`src/u8u16_pkg.sv`:
```
`timescale 1ns / 1ps

package u8u16_pkg;

    localparam int BYTE_W = 8;
    localparam int UNIT_W = 16;
    localparam int STAT_W = 3;

    // Sequence phase, one-hot
    typedef enum logic [4:0] {
        PH_IDLE   = 5'b00001,
        PH_TWO    = 5'b00010,
        PH_THREE1 = 5'b00100,
        PH_THREE2 = 5'b01000,
        PH_DROP   = 5'b10000
    } t_phase;

    typedef enum logic [STAT_W-1:0] {
        ST_UNIT     = 3'd0,
        ST_END      = 3'd1,
        ST_STRAY    = 3'd2,
        ST_MISSING  = 3'd3,
        ST_OVERLONG = 3'd4,
        ST_SURR     = 3'd5,
        ST_BEYOND   = 3'd6
    } t_status;

    localparam logic [BYTE_W-1:0] LEAD_E0      = 8'hE0;
    localparam logic [BYTE_W-1:0] CONT_MIN_3B  = 8'hA0;
    localparam logic [BYTE_W-1:0] LEAD_MIN_2B  = 8'hC2;

    // Decode outcome for one byte
    typedef struct packed {
        logic              emit;
        logic [UNIT_W-1:0] code_unit;
        t_status           status;
        t_phase            next_phase;
        logic              load_lead;
        logic              load_first;
    } t_dec;

endpackage

```
`src/utf8_to_utf16_stream_decoder.sv`:
```
`timescale 1ns / 1ps

// UTF-8 to UTF-16 (basic multilingual plane) stream decoder. Feed one byte
// per beat on i_in_byte; a 0 byte ends the string and gives a result with
// status END. Every complete character gives one beat with its 16-bit code
// unit and status UNIT; bytes that start or continue a sequence give no beat.
// A malformed sequence gives one error beat (code unit 0), after which bytes
// are dropped up to and including the terminator; a 0 byte in place of a
// continuation reports MISSING and ends the string at once. The block takes
// one byte every cycle while o_stall is low: a byte sits in the input
// register while the decoder resolves it against the sequence state, and
// its result lands in the output register. i_stall on the output holds the
// result register and backs up into o_stall only when both registers are
// full and the waiting byte yields a result.
module utf8_to_utf16_stream_decoder (
    input  logic                            i_clk,
    input  logic                            i_rst_n,
    input  logic                            i_valid,
    output logic                            o_stall,
    input  logic [u8u16_pkg::BYTE_W-1:0]    i_in_byte,
    output logic                            o_valid,
    input  logic                            i_stall,
    output logic [u8u16_pkg::UNIT_W-1:0]    o_code_unit,
    output logic [u8u16_pkg::STAT_W-1:0]    o_status
);
    import u8u16_pkg::*;

    // input register
    logic              r_in_valid;
    logic [BYTE_W-1:0] r_in_byte;
    // sequence state
    t_phase            r_phase;
    logic [BYTE_W-1:0] r_lead;
    logic [BYTE_W-1:0] r_first;
    // result register
    logic              r_out_valid;
    logic [UNIT_W-1:0] r_code_unit;
    t_status           r_status;

    t_dec dec;
    logic out_free;
    logic s1_fire;
    logic in_take;

    u8u16_decode u_decode (
        .i_phase (r_phase),
        .i_lead  (r_lead),
        .i_first (r_first),
        .i_byte  (r_in_byte),
        .o_dec   (dec)
    );

    // The result slot frees up when empty or drained this cycle. A byte that
    // yields no result moves on regardless of the output side.
    assign out_free = !r_out_valid || !i_stall;
    assign s1_fire  = r_in_valid && (!dec.emit || out_free);
    assign o_stall  = r_in_valid && !s1_fire;
    assign in_take  = i_valid && !o_stall;

    always_ff @(posedge i_clk) begin
        if (!i_rst_n) begin
            r_in_valid <= 1'b0;
        end else if (in_take) begin
            r_in_valid <= 1'b1;
        end else if (s1_fire) begin
            r_in_valid <= 1'b0;
        end
    end

    always_ff @(posedge i_clk) begin
        if (in_take) begin
            r_in_byte <= i_in_byte;
        end
    end

    // advance the sequence state once per consumed byte
    always_ff @(posedge i_clk) begin
        if (!i_rst_n) begin
            r_phase <= PH_IDLE;
            r_lead  <= '0;
            r_first <= '0;
        end else if (s1_fire) begin
            r_phase <= dec.next_phase;
            if (dec.load_lead) begin
                r_lead <= r_in_byte;
            end
            if (dec.load_first) begin
                r_first <= r_in_byte;
            end
        end
    end

    // result register: load on a new result, clear when drained
    always_ff @(posedge i_clk) begin
        if (!i_rst_n) begin
            r_out_valid <= 1'b0;
        end else if (s1_fire && dec.emit) begin
            r_out_valid <= 1'b1;
        end else if (!i_stall) begin
            r_out_valid <= 1'b0;
        end
    end

    always_ff @(posedge i_clk) begin
        if (s1_fire && dec.emit) begin
            r_code_unit <= dec.code_unit;
            r_status    <= dec.status;
        end
    end

    assign o_valid     = r_out_valid;
    assign o_code_unit = r_code_unit;
    assign o_status    = r_status;

endmodule

```
`src/u8u16_decode.sv`:
```
`timescale 1ns / 1ps

module u8u16_decode (
    input  u8u16_pkg::t_phase            i_phase,
    input  logic [u8u16_pkg::BYTE_W-1:0] i_lead,
    input  logic [u8u16_pkg::BYTE_W-1:0] i_first,
    input  logic [u8u16_pkg::BYTE_W-1:0] i_byte,
    output u8u16_pkg::t_dec              o_dec
);
    import u8u16_pkg::*;

    logic              is_cont;
    logic              is_nul;
    t_phase            fail_phase;
    logic [UNIT_W-1:0] cu2;
    logic [UNIT_W-1:0] cu3;

    assign is_cont    = (i_byte[7:6] == 2'b10);
    assign is_nul     = (i_byte == '0);
    // a NUL ends the string now; anything else drops through the terminator
    assign fail_phase = is_nul ? PH_IDLE : PH_DROP;
    assign cu2        = {5'b0, i_lead[4:0], i_byte[5:0]};
    assign cu3        = {i_lead[3:0], i_first[5:0], i_byte[5:0]};

    always_comb begin
        o_dec            = '0;
        o_dec.status     = ST_UNIT;
        o_dec.next_phase = PH_IDLE;
        unique case (i_phase)
            PH_DROP: begin
                o_dec.next_phase = is_nul ? PH_IDLE : PH_DROP;
            end
            PH_TWO: begin
                o_dec.emit = 1'b1;
                if (!is_cont) begin
                    o_dec.status     = ST_MISSING;
                    o_dec.next_phase = fail_phase;
                end else if (i_lead < LEAD_MIN_2B) begin
                    o_dec.status     = ST_OVERLONG;
                    o_dec.next_phase = fail_phase;
                end else begin
                    o_dec.code_unit = cu2;
                end
            end
            PH_THREE1: begin
                if (!is_cont) begin
                    o_dec.emit       = 1'b1;
                    o_dec.status     = ST_MISSING;
                    o_dec.next_phase = fail_phase;
                end else begin
                    o_dec.load_first = 1'b1;
                    o_dec.next_phase = PH_THREE2;
                end
            end
            PH_THREE2: begin
                o_dec.emit = 1'b1;
                if (!is_cont) begin
                    o_dec.status     = ST_MISSING;
                    o_dec.next_phase = fail_phase;
                end else if (i_lead == LEAD_E0 && i_first < CONT_MIN_3B) begin
                    o_dec.status     = ST_OVERLONG;
                    o_dec.next_phase = fail_phase;
                end else if (cu3[15:11] == 5'b11011) begin
                    o_dec.status     = ST_SURR;
                    o_dec.next_phase = fail_phase;
                end else begin
                    o_dec.code_unit = cu3;
                end
            end
            default: begin
                // idle, and any code that is not a legal phase
                priority if (is_nul) begin
                    o_dec.emit   = 1'b1;
                    o_dec.status = ST_END;
                end else if (i_byte[7] == 1'b0) begin
                    o_dec.emit      = 1'b1;
                    o_dec.code_unit = {8'b0, i_byte};
                end else if (i_byte[7:6] == 2'b10) begin
                    o_dec.emit       = 1'b1;
                    o_dec.status     = ST_STRAY;
                    o_dec.next_phase = PH_DROP;
                end else if (i_byte[7:5] == 3'b110) begin
                    o_dec.load_lead  = 1'b1;
                    o_dec.next_phase = PH_TWO;
                end else if (i_byte[7:4] == 4'b1110) begin
                    o_dec.load_lead  = 1'b1;
                    o_dec.next_phase = PH_THREE1;
                end else begin
                    o_dec.emit       = 1'b1;
                    o_dec.status     = ST_BEYOND;
                    o_dec.next_phase = PH_DROP;
                end
            end
        endcase
    end

endmodule

```
`config.mk`:
```
export PLATFORM = sky130hd
export DESIGN_NAME = utf8_to_utf16_stream_decoder
export DESIGN_NICKNAME = d
export VERILOG_FILES = /design/src/u8u16_pkg.sv /design/src/utf8_to_utf16_stream_decoder.sv /design/src/u8u16_decode.sv
export SDC_FILE = /design/constraint.sdc
export NUM_CORES = 1
export LEC_CHECK = 0
export ABC_CLOCK_PERIOD_IN_PS = 8100
export BUFFER_PORTS_ARGS = -buffer_cell sky130_fd_sc_hd__buf_4
export CAP_MARGIN = 20
export CORE_MARGIN = 2
export CORE_UTILIZATION = 50
export CTS_CLUSTER_SIZE = 24
export DETAILED_ROUTE_END_ITERATION = 12
export GPL_TIMING_DRIVEN = 0
export PLACE_DENSITY = 0.71
export SKIP_LAST_GASP = 1
export SYNTH_ARGS = -nofsm -noshare
export SYNTH_HDL_FRONTEND = slang
export SYNTH_SLANG_ARGS = --single-unit
```
`constraint.sdc`:
```
create_clock -name i_clk -period 8.1 [get_ports i_clk]
set_clock_uncertainty 0.2 [all_clocks]
set_input_delay 2.025 -clock i_clk [delete_from_list [all_inputs] [get_ports i_clk]]
set_output_delay 2.025 -clock i_clk [all_outputs]
set_load 0.02 [all_outputs]
```
==> metrics <==
Syn Inst Count between 150 and 200; routability cong. 0.8506; # diodes 0; status complete, no violations; Worst Setup End Kind output pin; Clock Power Share 30.3%; drt via density 5.671; worst r2r path cells 6; combinational share of power under 10%; post-synth cell types between 40 and 50; ys async rst share 0%; Main synth FF type edfxtp_1; mapped cell area 2203 um^2; Area after DPL around 2500 um^2; share of power burned in registers ~61%; WP data required a little under 6 ns; post-synthesis mux area share ~5.0%; synthesized net count around 210; syn_area_per_cell 11.24 um^2; commonest non-fill, non-tap cell in the layout buf_4; Crit Path Class input pin to output pin; Worst-path clk slew roughly 0.08 ns; top cells by area, synth edfxtp_1 37%, dfxtp_1 21%, mux2i_1 5.0%; Max Slew Vio Count 0; Synth area leader edfxtp_1; Crit-path slowest cell nor2_1; Hold Startpoint r_first[6]$_SDFFE_PN0P_; initial antenna violation count 0; total gr overflow 0; number of global-route vias before repair roughly 1500; Worst-Margin Slew just under 0.9 ns; type of the tightest min-delay check register to register; postcts setup bufs 0; setup violators final 0; Die X 70.39 um; largest family of logic cells by synthesized area simple AND/OR/NAND/NOR gates; Remaining DRCs 0; WP buf/inv 2; r2r endpoint r_in_byte[5]$_DFFE_PP_; synthesis warning total 0; max incr delay on CP around 0.19 ns; Seq cells post-synth 50; die height about 70 um; Post-synth EDFFs 27; # rows 24; Max Clock Freq 0.2090 GHz; Final Critical Period roughly 4.8 ns; WP data arrival approximately 2.6 ns; core area ~4300 um^2; reg-to-reg slack, setup between 5 and 6 ns; Synth Area in XOR/XNOR approximately 1.2%; dpl cells around 280; input/output buffers 32; Synth Area in Simple Gates between 10% and 20%; layout cell share with drive strength beyond 1 a little over a fifth; H-Tree Depth 2; CTS sink count 50; part of the Yosys area used for sequential elements 57.69%; Bufs on Longest Clock Path 2; clock latency on the worst-skew pair approximately 0.30 ns; CTS tree yes; Synth Area in Compound Gates 13.52%; Starting DRT DRC Count ~120; Net Sw Frac 24.07%; cell area after layout around 2600 um^2; worst hold stages 2; Avg WL per Cell ~16 um; WHS Endpoint r_first[6]$_SDFFE_PN0P_; CP Max Fanout 4; Initial Utilization a little over 50%; total track usage around a fifth; Area Growth Syn to Fin 18.63%; reg-to-reg startpoint r_phase[1]$_SDFFE_PN0P_; Setup TNS Final 0 ns; CP dominant cell by count buf_4; post-synthesis adder-cell area fraction 0%; drt first pass iters 4; max cap viols 0; Sw Pwr approximately 110 uW; post-synth top area share 36.80%; largest net degree at the start of global routing 20; fillcell total between 300 and 400; # nets final between 200 and 250; Post-Route WL approximately 4500 um; crit path from i_stall; RSZ-0062 raised after global routing false; pwr dens around 180 nW/um^2; crit share post-route between 50% and 60%; cts bufs inserted 5; most frequent cells in the layout 32 x buf_4, 27 x edfxtp_1, 24 x nor2_1; dpl hpwl 3300 um; Die ar. 4954 um^2; final hold violations 0; Setup crit start kind input pin; kind of cell adding the most delay to the critical path buffers and inverters; clock root cell clkbuf_8; relative slew slack roughly 41%; global-route wire length before repair roughly 7500 um; Finished Layout Cells about 290; hold slack around 0.24 ns; Via Count around 1600; Int Pwr 355.4 uW; Hold Buf Count CTS 0; post-cts resize count 0; crit-path cells buf_4 > nand2_1 > nor2_1 > buf_4; io pins 33; Worst IR Drop VDD 0.0001148 V; fin util a little over 60%; Leak 0.9861 nW; Final ANT Viol Nets 0
==> how the worst max path moves through the flow <==
| stage | end | slack, ns | cells past startpoint |
|---|---|---|---|
| after floorplan | o_stall | 3.44 | 2 |
| final | o_stall | 3.32 | 4 |
| after detailed placement | o_stall | 3.31 | 4 |
| after global routing | o_stall | 3.23 | 4 |
| after CTS | o_stall | 3.30 | 4 |
| after global placement | o_stall | 3.31 | 4 |
==> routing by layer <==
metal  routed length (um)  share of wire [%]  GRT usage [%]
met3                  279                6.2          5.483
met2                 2008                 44          28.51
met1                 2190                 48          27.86
met5                    0                  0              0
met4                   57                1.3          5.983
==> registers in the layout, indices dropped and copies added (netlist names) <==
signal       flops
r_in_valid       1
o_status         3
o_valid          1
o_code_unit     16
r_in_byte        8
r_first          8
r_phase          5
r_lead           8
==> cell type report <==
cell class                 count  area, um^2  area share [%]
buffer                         8       41.29           1.580
clock buffer                   6       72.57           2.776
clock inverter                 2       13.76          0.5266
inverter                       5       18.77          0.7180
multi-input combinational    133       875.8           33.51
sequential                    50        1271           48.64
tap                           52       65.06           2.489
timing repair buffer          33       255.2           9.765
==> per-stage QoR <==
stage          setup WS, ns  power (mW)
2_1_floorplan         3.439      0.3127
3_3_place_gp          3.309      0.3300
3_5_place_dp          3.306      0.3318
4_1_cts               3.301      0.4722
5_1_grt               3.227      0.4845
6_report              3.315      0.4681
==> kinds of logic after synthesis <==
| family | count (synthesis) |
|---|---|
| AOI/OAI and AO/OA | 39 |
| and+or+nand+nor | 80 |
| DFF | 50 |
| xor gates and xnor gates | 3 |
| buffers and inverters | 13 |
| muxes | 11 |
==> synthesized netlist by cell type (2+ instances only) <==
| cell type | number |
|---|---|
| a211o_1 | 2 |
| a21boi_0 | 2 |
| a21oi_1 | 7 |
| a22o_1 | 4 |
| and2_1 | 5 |
| and3_1 | 3 |
| and4b_1 | 2 |
| buf_2 | 3 |
| clkbuf_1 | 4 |
| dfxtp_1 | 23 |
| edfxtp_1 | 27 |
| inv_1 | 5 |
| mux2i_1 | 11 |
| nand2_1 | 13 |
| nand2b_1 | 2 |
| nand3_1 | 3 |
| nor2_1 | 24 |
| nor2b_1 | 9 |
| nor3_1 | 5 |
| nor4_1 | 4 |
| nor4b_1 | 3 |
| o21a_1 | 2 |
| o21ai_0 | 7 |
| xor2_1 | 2 |
==> power by group through the flow <==
stage / registers, mW / clock network [mW] / logic [mW]
floorplan: 0.293 / 0 / 0.0200
detailed placement: 0.289 / 0 / 0.0425
global route: 0.285 / 0.153 / 0.0463
CTS: 0.283 / 0.146 / 0.0426
finish: 0.283 / 0.142 / 0.0426
global placement: 0.289 / 0 / 0.0407
==> worst min-delay path, delay by kind of cell, from the launching register on <==
family,cells,cell delay [ns]
DFF,1,0.32
and+or+nand+nor,2,0.08
Note: power is estimated with default switching activity, not from simulation.
